**src/rtl/rot_seg_pkg.sv**
```systemverilog
`timescale 1ns / 1ps
// ----------------------------------------------------------------------------
// rot_seg_pkg
// Shared types, register codes and fixed-point widths for the segment
// rotation block.
// ----------------------------------------------------------------------------
package rot_seg_pkg;

    // coordinate and trig formats
    localparam int COORD_W        = 16;
    localparam int TRIG_FRAC_BITS = 16;
    localparam int TRIG_W         = TRIG_FRAC_BITS + 2;
    localparam int CFG_IDX_W      = 2;

    // configuration register indexes
    typedef enum logic [CFG_IDX_W-1:0] {
        REG_CENTER_X    = 2'd0,
        REG_CENTER_Y    = 2'd1,
        REG_ANGLE_UNITS = 2'd2
    } t_cfg_reg;

    // one input segment
    typedef struct packed {
        logic signed [COORD_W-1:0] start_x;
        logic signed [COORD_W-1:0] start_y;
        logic signed [COORD_W-1:0] end_x;
        logic signed [COORD_W-1:0] end_y;
        logic        [7:0]         tag;
        logic                      final_segment;
    } t_seg_in;

    // one rotated segment
    typedef struct packed {
        logic signed [COORD_W-1:0] rot_start_x;
        logic signed [COORD_W-1:0] rot_start_y;
        logic signed [COORD_W-1:0] rot_end_x;
        logic signed [COORD_W-1:0] rot_end_y;
        logic        [7:0]         out_tag;
        logic                      out_final;
    } t_seg_out;

    // angle write into the trig unit
    typedef struct packed {
        logic               we;
        logic [COORD_W-1:0] value;
    } t_angle_wr;

    // trig unit status and results
    typedef struct packed {
        logic                     busy;
        logic signed [TRIG_W-1:0] cos_q;
        logic signed [TRIG_W-1:0] sin_q;
    } t_trig;

endpackage

```
**src/rtl/rot_seg_trig.sv**
```systemverilog
`timescale 1ns / 1ps
// ----------------------------------------------------------------------------
// rot_seg_trig
// Derives cosine and sine of the configured angle in Q1.16 with a Taylor
// series: one shared 32x32 multiplier forms each term and then divides it by
// the factorial step through a reciprocal multiply and one correction step.
// ----------------------------------------------------------------------------
module rot_seg_trig (
    input  logic                  i_clk,
    input  logic                  i_rst_n,
    input  rot_seg_pkg::t_angle_wr i_angle_wr,
    output rot_seg_pkg::t_trig     o_trig
);
    import rot_seg_pkg::*;

    localparam int WORK_FRAC    = 30;
    localparam int TERM_W       = 32;
    localparam int THETA_W      = 31;
    localparam int SUM_W        = 35;
    localparam int REM_W        = 14;
    localparam int DIV_W        = 8;
    localparam int K_W          = 3;
    localparam int ROUND_SH     = WORK_FRAC - TRIG_FRAC_BITS;

    localparam logic [COORD_W-1:0] FULL_TURN_STEPS = 16'd46080;
    localparam logic [COORD_W-1:0] QUARTER_STEPS   = 16'd11520;
    localparam logic [COORD_W-1:0] HALF_STEPS      = 16'd23040;
    localparam logic [COORD_W-1:0] THREE_Q_STEPS   = 16'd34560;
    localparam logic [31:0]        RAD_PER_STEP    = 32'd146409;
    localparam logic [K_W-1:0]     SERIES_TERMS    = 3'd6;
    localparam logic signed [SUM_W-1:0] ONE_Q30    = SUM_W'(1) << WORK_FRAC;
    localparam logic signed [SUM_W-1:0] ROUND_HALF = SUM_W'(1) << (ROUND_SH - 1);
    localparam logic signed [TRIG_W-1:0] TRIG_ONE  = TRIG_W'(1) << TRIG_FRAC_BITS;

    typedef enum logic [7:0] {
        ST_IDLE  = 8'b00000001,
        ST_PREP  = 8'b00000010,
        ST_THETA = 8'b00000100,
        ST_MUL_A = 8'b00001000,
        ST_MUL_B = 8'b00010000,
        ST_DIV   = 8'b00100000,
        ST_FIX   = 8'b01000000,
        ST_ROUND = 8'b10000000
    } t_state;

    // factorial step of the series term
    function automatic logic [DIV_W-1:0] term_div(input logic [K_W-1:0] k,
                                                   input logic cos_sel);
        logic [DIV_W-1:0] d;
        d = 8'd1;
        case (k)
            3'd1:    d = cos_sel ? 8'd2   : 8'd6;
            3'd2:    d = cos_sel ? 8'd12  : 8'd20;
            3'd3:    d = cos_sel ? 8'd30  : 8'd42;
            3'd4:    d = cos_sel ? 8'd56  : 8'd72;
            3'd5:    d = cos_sel ? 8'd90  : 8'd110;
            3'd6:    d = cos_sel ? 8'd132 : 8'd156;
            default: d = 8'd1;
        endcase
        return d;
    endfunction

    // floor(2^32 / step): the estimated quotient is exact or one low
    function automatic logic [TERM_W-1:0] term_recip(input logic [K_W-1:0] k,
                                                      input logic cos_sel);
        logic [TERM_W-1:0] m;
        m = 32'hFFFF_FFFF;
        case (k)
            3'd1:    m = cos_sel ? 32'd2147483648 : 32'd715827882;
            3'd2:    m = cos_sel ? 32'd357913941  : 32'd214748364;
            3'd3:    m = cos_sel ? 32'd143165576  : 32'd102261126;
            3'd4:    m = cos_sel ? 32'd76695844   : 32'd59652323;
            3'd5:    m = cos_sel ? 32'd47721858   : 32'd39045157;
            3'd6:    m = cos_sel ? 32'd32537631   : 32'd27531841;
            default: m = 32'hFFFF_FFFF;
        endcase
        return m;
    endfunction

    t_state                    r_state;
    logic [K_W-1:0]            r_k;
    logic                      r_cos_sel;
    logic signed [TRIG_W-1:0]  r_cos;
    logic signed [TRIG_W-1:0]  r_sin;

    logic [COORD_W-1:0]        r_angle;
    logic [1:0]                r_quad;
    logic [REM_W-1:0]          r_rem_ang;
    logic [THETA_W-1:0]        r_theta;
    logic [TERM_W-1:0]         r_ts;
    logic [TERM_W-1:0]         r_tc;
    logic signed [SUM_W-1:0]   r_ssum;
    logic signed [SUM_W-1:0]   r_csum;
    logic [TERM_W-1:0]         r_mid;
    logic [TERM_W-1:0]         r_div_q;
    logic [TERM_W-1:0]         r_quo;

    logic [COORD_W-1:0]        n_angle;
    logic [31:0]               theta_prod;
    logic [TERM_W-1:0]         mul_a;
    logic [TERM_W-1:0]         mul_b;
    logic [2*TERM_W-1:0]       mul_p;
    logic [TERM_W-1:0]         mul_hi;
    logic [TERM_W-1:0]         recip_q;
    logic [DIV_W-1:0]          div_d;
    logic [TERM_W-1:0]         qd_prod;
    logic [TERM_W-1:0]         fix_rem;
    logic                      fix_ge;
    logic [TERM_W-1:0]         quo_fix;
    logic signed [SUM_W-1:0]   term_ext;
    logic signed [SUM_W-1:0]   sum_sel;
    logic signed [SUM_W-1:0]   n_sum;
    logic signed [SUM_W-1:0]   s_shift;
    logic signed [SUM_W-1:0]   c_shift;
    logic signed [TRIG_W-1:0]  s_round;
    logic signed [TRIG_W-1:0]  c_round;

    // angle reduced to one turn on write
    assign n_angle = (i_angle_wr.value >= FULL_TURN_STEPS)
                   ? i_angle_wr.value - FULL_TURN_STEPS : i_angle_wr.value;

    // remainder angle to radians in Q2.30
    assign theta_prod = 32'(r_rem_ang) * RAD_PER_STEP;

    // shared multiplier: t*theta, mid*theta, then term times reciprocal
    always_comb begin
        case (r_state)
            ST_MUL_A: mul_a = r_cos_sel ? r_tc : r_ts;
            ST_DIV:   mul_a = r_div_q;
            default:  mul_a = r_mid;
        endcase
    end
    assign mul_b  = (r_state == ST_DIV) ? term_recip(r_k, r_cos_sel) : TERM_W'(r_theta);
    assign mul_p  = (2*TERM_W)'(mul_a) * (2*TERM_W)'(mul_b);
    assign mul_hi = mul_p[WORK_FRAC+TERM_W-1:WORK_FRAC];
    assign recip_q = mul_p[2*TERM_W-1:TERM_W];

    // quotient correction by one compare and subtract
    assign div_d   = term_div(r_k, r_cos_sel);
    assign qd_prod = r_quo * TERM_W'(div_d);
    assign fix_rem = r_div_q - qd_prod;
    assign fix_ge  = (fix_rem >= TERM_W'(div_d));
    assign quo_fix = r_quo + TERM_W'(fix_ge);

    // alternating series accumulate
    assign term_ext = $signed({{(SUM_W-TERM_W){1'b0}}, quo_fix});
    assign sum_sel  = r_cos_sel ? r_csum : r_ssum;
    assign n_sum    = r_k[0] ? (sum_sel - term_ext) : (sum_sel + term_ext);

    // round half up to Q1.16
    assign s_shift = (r_ssum + ROUND_HALF) >>> ROUND_SH;
    assign c_shift = (r_csum + ROUND_HALF) >>> ROUND_SH;
    assign s_round = s_shift[TRIG_W-1:0];
    assign c_round = c_shift[TRIG_W-1:0];

    // sequencer control and trig results
    always_ff @(posedge i_clk) begin
        if (!i_rst_n) begin
            r_state   <= ST_IDLE;
            r_k       <= '0;
            r_cos_sel <= 1'b0;
            r_cos     <= TRIG_ONE;
            r_sin     <= '0;
        end else if (i_angle_wr.we) begin
            r_state <= ST_PREP;
        end else begin
            case (r_state)
                ST_IDLE: begin
                    r_state <= ST_IDLE;
                end
                ST_PREP: begin
                    r_state <= ST_THETA;
                end
                ST_THETA: begin
                    r_k       <= 3'd1;
                    r_cos_sel <= 1'b0;
                    r_state   <= ST_MUL_A;
                end
                ST_MUL_A: begin
                    r_state <= ST_MUL_B;
                end
                ST_MUL_B: begin
                    r_state <= ST_DIV;
                end
                ST_DIV: begin
                    r_state <= ST_FIX;
                end
                ST_FIX: begin
                    r_cos_sel <= ~r_cos_sel;
                    if (r_cos_sel && r_k == SERIES_TERMS) begin
                        r_state <= ST_ROUND;
                    end else begin
                        if (r_cos_sel) begin
                            r_k <= r_k + 1'b1;
                        end
                        r_state <= ST_MUL_A;
                    end
                end
                ST_ROUND: begin
                    case (r_quad)
                        2'd1: begin
                            r_cos <= -s_round;
                            r_sin <= c_round;
                        end
                        2'd2: begin
                            r_cos <= -c_round;
                            r_sin <= -s_round;
                        end
                        2'd3: begin
                            r_cos <= s_round;
                            r_sin <= -c_round;
                        end
                        default: begin
                            r_cos <= c_round;
                            r_sin <= s_round;
                        end
                    endcase
                    r_state <= ST_IDLE;
                end
                default: begin
                    r_state <= ST_IDLE;
                end
            endcase
        end
    end

    // series datapath
    always_ff @(posedge i_clk) begin
        if (i_angle_wr.we) begin
            r_angle <= n_angle;
        end
        case (r_state)
            ST_PREP: begin
                if (r_angle >= THREE_Q_STEPS) begin
                    r_quad    <= 2'd3;
                    r_rem_ang <= REM_W'(r_angle - THREE_Q_STEPS);
                end else if (r_angle >= HALF_STEPS) begin
                    r_quad    <= 2'd2;
                    r_rem_ang <= REM_W'(r_angle - HALF_STEPS);
                end else if (r_angle >= QUARTER_STEPS) begin
                    r_quad    <= 2'd1;
                    r_rem_ang <= REM_W'(r_angle - QUARTER_STEPS);
                end else begin
                    r_quad    <= 2'd0;
                    r_rem_ang <= REM_W'(r_angle);
                end
            end
            ST_THETA: begin
                r_theta <= theta_prod[THETA_W-1:0];
                r_ts    <= TERM_W'(theta_prod[THETA_W-1:0]);
                r_tc    <= TERM_W'(ONE_Q30);
                r_ssum  <= $signed({{(SUM_W-THETA_W){1'b0}}, theta_prod[THETA_W-1:0]});
                r_csum  <= ONE_Q30;
            end
            ST_MUL_A: begin
                r_mid <= mul_hi;
            end
            ST_MUL_B: begin
                r_div_q <= mul_hi;
            end
            ST_DIV: begin
                r_quo <= recip_q;
            end
            ST_FIX: begin
                if (r_cos_sel) begin
                    r_tc   <= quo_fix;
                    r_csum <= n_sum;
                end else begin
                    r_ts   <= quo_fix;
                    r_ssum <= n_sum;
                end
            end
            default: begin
            end
        endcase
    end

    assign o_trig.busy  = (r_state != ST_IDLE);
    assign o_trig.cos_q = r_cos;
    assign o_trig.sin_q = r_sin;

    // an angle write always holds off new segments
    a_write_busy: assert property (@(posedge i_clk) disable iff (!i_rst_n)
        i_angle_wr.we |=> o_trig.busy)
        else $error("trig unit not busy after angle write");

    // reciprocal estimate is at most one below the true quotient
    a_quo_fix: assert property (@(posedge i_clk) disable iff (!i_rst_n)
        (r_state == ST_FIX) |-> (fix_rem < TERM_W'({div_d, 1'b0})))
        else $error("reciprocal quotient estimate out of range");

    // published trig values stay within unit magnitude
    a_trig_range: assert property (@(posedge i_clk) disable iff (!i_rst_n)
        (r_state == ST_IDLE) |-> (r_cos <= TRIG_ONE && r_cos >= -TRIG_ONE &&
                                   r_sin <= TRIG_ONE && r_sin >= -TRIG_ONE))
        else $error("trig value beyond unit magnitude");

endmodule

```
**config.mk**
```make
export PLATFORM = sky130hd
export DESIGN_NAME = rot_seg_trig
export DESIGN_NICKNAME = d
export VERILOG_FILES = /design/src/rtl/rot_seg_pkg.sv /design/src/rtl/rot_seg_trig.sv
export SDC_FILE = /design/constraint.sdc
export NUM_CORES = 2
export LEC_CHECK = 0
export BUFFER_PORTS_ARGS = -buffer_cell sky130_fd_sc_hd__buf_2
export CORE_MARGIN = 1.5
export CORE_UTILIZATION = 60
export DETAILED_ROUTE_END_ITERATION = 6
export GPL_TIMING_DRIVEN = 0
export PLACE_DENSITY_LB_ADDON = 0.08
export SETUP_SLACK_MARGIN = 0.1
export SLEW_MARGIN = 40
export SYNTH_ARGS = -nofsm -noshare
export SYNTH_HDL_FRONTEND = slang
export SYNTH_SLANG_ARGS = --single-unit
```
**constraint.sdc**
```tcl
create_clock -name i_clk -period 16.1 [get_ports i_clk]
set_input_delay 2.415 -clock i_clk [delete_from_list [all_inputs] [get_ports i_clk]]
set_output_delay 2.415 -clock i_clk [all_outputs]
set_load 0.03 [all_outputs]
```
==> metrics list <==
- In this run the cell area measured after placement is 0.0672 sq mm.
- Min Tclk post-route: 15150 ps
- Max transition margin: 0.343
- Clock tree synthesis found a total of 335 sinks.
* Starting DRT DRC Count: 6019
* I/O pin count: 56
- Share of the clock period used by the worst path after layout: 0.941
- Vertical die dimension: 330 microns
* Metal3 WL: 30600 microns
* Max-slew violations: 0
- Of all nets on the critical path, the largest fanout is 10.
- For the final routed database, the setup TNS stands at 0 ps.
- Dividing the detail-routed via count by the number of cells gives 6.14.
- For this run, the post-layout net count is 8948.
* Fin worst setup slack: 949 ps
* Worst path arrival time: 15490 ps
- STA classifies the critical path endpoint as a register.
* Sequential power share: 0.224
- Initial antenna violation count: 16
- Power density cells: 81.9 mW/mm^2
- The later pin in the worst-skew pair is clocked with a latency of 590 ps.
- For the worst setup path, the data required time is 16430 ps.
* Max-capacitance violation count: 0
* H-tree depth: 2
- Post-synth EDFFs: 287
* Type of the worst min-delay path: reg -> reg
- Summing internal, switching and leakage power gives 5.61 mW.
* Final hold violation count: 0
- On the critical path, the stage with the largest delay is an instance of sky130_fd_sc_hd__a211oi_1.
- The routed design uses 96100 microns of met2 wire.
- In the synthesized netlist the async set-or-reset flop fraction comes to 0.
- Relative to the synthesized area, the layout overhead comes to 6.85%.
- The Yosys step of the flow raised 0 warnings.
- Hold is met by 437 ps.
- After synthesis, the mean cell area works out to 8.98 sq um.
* First-pass DRT Iterations: 7
- In this run the horizontal extent of the chip is 330 microns.
- The root buffer cell chosen for the clock tree is sky130_fd_sc_hd__clkbuf_16.
- Port buffering added 55 buffers.
- For the pin with the worst max-slew slack, the measured transition is 986 ps.
- Together, buffers and inverters on the worst path number 9.
* Routed via count: 53467
- Post-Route Utilization: 0.648
- Highest Clock Rate: 66.0 MHz
- Buffers inserted during clock tree synthesis total 38.
- Clock transition at path regs: 60 ps
- Core area: 0.106 sq mm
- Overall die area: 0.109 sq mm
- Worst Setup Start Kind: register
* Commonest non-fill, non-tap cell in the layout: sky130_fd_sc_hd__inv_1
- Share of synthesized area occupied by flip-flops and latches: 0.149
- Routability-driven placement finished with a final weighted congestion of 1.04.
* Result of the run: completed
- Highest signal layer in the routed design: met5
- The kind of cell with the highest combined delay along the critical path is simple AND/OR/NAND/NOR gates.
* Peak supply drop: 0.000140 V
- TritonCTS built the clock tree.
* Share of total power in the clock network: 0.157
- Setup repair after global routing left no endpoint under its margin.
- In this run, placement finished with an instance count of 8631.
* Cell-internal power: 2.85 mW
- Prior to clock tree synthesis, the placed netlist has a worst setup slack of 429 ps.
* Number of hold buffers added after cts: 0
- Summed over all cells, the static leakage comes to 32.3 nW.
* Most frequent cells in the layout: sky130_fd_sc_hd__inv_1, sky130_fd_sc_hd__fa_1, sky130_fd_sc_hd__nand2_1, sky130_fd_sc_hd__ha_1, sky130_fd_sc_hd__nor2_1
* Number of DRC violations after detailed routing: 0
- After routing the design area is 0.0685 sq mm.
* Global-route wire length before repair: 336000 microns
* Leftover overflow at the end of global routing: 0
- Vias in the first global route: 52545
* Metal-1 WL: 89300 microns
- All-layer global routing usage: 0.427
- Proportion of layout cells with a drive suffix above 1: 0.0509
- Switching share of power: 0.492
- The number of setup buffers added after CTS is 0.
- Logic pwr share: 0.619
- The count of nets left with antenna violations once routing finished came out at 0.
* Number of resized instances in the post-cts repair step: 0
- Setup violations remaining at the end of the flow were counted as 0.
* Number of nets in the synthesized netlist: 8813
- For this run, the slowest stage of the critical path takes 710 ps.
- For this design the total switching power over the nets is 2.76 mW.
* Worst Clk Skew: 26.9 ps
- Once layout is complete, the cells apart from fillers number 8712.
* Max Buffers Root-to-Sink: 3
* Synthesized flop and latch total: 335
- Detailed placement ended at an HPWL of 192000 microns.
- Number of rows in the core area: 119
- The critical path is of the reg -> reg type.
- Wire length reported by the detailed router: 230000 microns
- In the final routed layout, each cell accounts on average for 26.4 microns.
* Mapped cell area: 0.0642 sq mm
* Netlist cell types: 92
* Pin count of the biggest net entering global routing: 34
- The most used flip-flop cell after synthesis is sky130_fd_sc_hd__edfxtp_1.
* Post-Synthesis Cells: 7147
- The initial utilization of the core area, before any placement, comes to 0.607.
## state kept, by name, summed over array words and instances (netlist names)
| name | count |
|---|---|
| r_ts | 32 |
| r_csum | 32 |
| r_cos_sel | 1 |
| r_state | 8 |
| r_mid | 32 |
| r_tc | 32 |
| r_quad | 2 |
| r_angle | 16 |
| r_theta | 31 |
| r_ssum | 32 |
| r_quo | 32 |
| r_rem_ang | 14 |
| r_sin | 18 |
| r_cos | 18 |
| r_k | 3 |
| r_div_q | 32 |
## power groups by stage
stage                     Clock [mW]  Sequential [mW]  Combinational (mW)
after floorplan                    0             1.27                2.07
after global placement             0             1.27                3.24
after detailed placement           0             1.27                3.30
after CTS                      0.884             1.25                3.32
after global routing           0.914             1.26                3.66
final                          0.882             1.26                3.47
## layout make-up
type | instances | area, sq um
inverter | 1418 | 5320
clock buffer | 52 | 1030
sequential | 335 | 9580
tap | 1391 | 1740
antenna | 9 | 22.5
timing repair buffer | 95 | 746
fill | 9111 | 37200
buffer | 345 | 1390
multi-input combinational | 5049 | 48500
clock inverter | 18 | 198
## cell usage after synthesis (37+ instances only)
| cell | count | area (sq um) |
|---|---|---|
| sky130_fd_sc_hd__a21o_1 | 95 | 713 |
| sky130_fd_sc_hd__and3_1 | 48 | 300 |
| sky130_fd_sc_hd__edfxtp_1 | 287 | 8620 |
| sky130_fd_sc_hd__a21oi_1 | 224 | 1120 |
| sky130_fd_sc_hd__nor3_1 | 70 | 350 |
| sky130_fd_sc_hd__nand3_1 | 109 | 546 |
| sky130_fd_sc_hd__nor2_1 | 450 | 1690 |
| sky130_fd_sc_hd__o21a_1 | 38 | 285 |
| sky130_fd_sc_hd__nand2_1 | 1147 | 4310 |
| sky130_fd_sc_hd__nor2b_1 | 49 | 307 |
| sky130_fd_sc_hd__fa_1 | 1164 | 23300 |
| sky130_fd_sc_hd__clkbuf_1 | 308 | 1160 |
| sky130_fd_sc_hd__dfxtp_1 | 48 | 961 |
| sky130_fd_sc_hd__inv_1 | 1411 | 5300 |
| sky130_fd_sc_hd__mux2i_1 | 50 | 500 |
| sky130_fd_sc_hd__nand4_1 | 37 | 231 |
| sky130_fd_sc_hd__xnor2_1 | 131 | 1150 |
| sky130_fd_sc_hd__and2_1 | 161 | 1010 |
| sky130_fd_sc_hd__o21ai_0 | 170 | 851 |
| sky130_fd_sc_hd__xor2_1 | 100 | 876 |
| sky130_fd_sc_hd__ha_1 | 483 | 6040 |
## logic make-up (layout without fill, tap and decap cells)
kind of cell / Yosys count / after routing / share of synthesized area
adder cells (fa/ha/maj): 1647 / 1647 / 0.457
buffers and inverters: 1763 / 1928 / 0.103
AO/OA/AOI/OAI: 859 / 859 / 0.0897
multiplexers: 85 / 85 / 0.0139
XOR/XNOR: 234 / 234 / 0.0326
AND/OR/NAND/NOR: 2224 / 2224 / 0.154
other: 0 / 9 / 0
flip-flops: 335 / 335 / 0.149
## per-layer routing
layer  GRT usage  vias up
met3       0.129      661
met1       0.587    26862
met2       0.620     3235
li1            -    22700
met4       0.202        9
met5           0        -
## final timing paths
| path | cells after the start | from | slack [ps] | endpoint |
|---|---|---|---|---|
| setup / recovery | 45 | r_k[0]$_SDFFE_PN0P_ | 950 | r_csum[30]$_SDFFCE_PN1P_ |
| hold / removal | 0 | r_angle[5]$_DFFE_PP_ | 440 | r_rem_ang[5]$_DFFE_PP_ |
| setup reg to reg | 45 | r_k[0]$_SDFFE_PN0P_ | 950 | r_csum[30]$_SDFFCE_PN1P_ |
| hold reg to reg | 0 | r_angle[5]$_DFFE_PP_ | 440 | r_rem_ang[5]$_DFFE_PP_ |
Note: power is estimated with default switching activity, not from simulation.
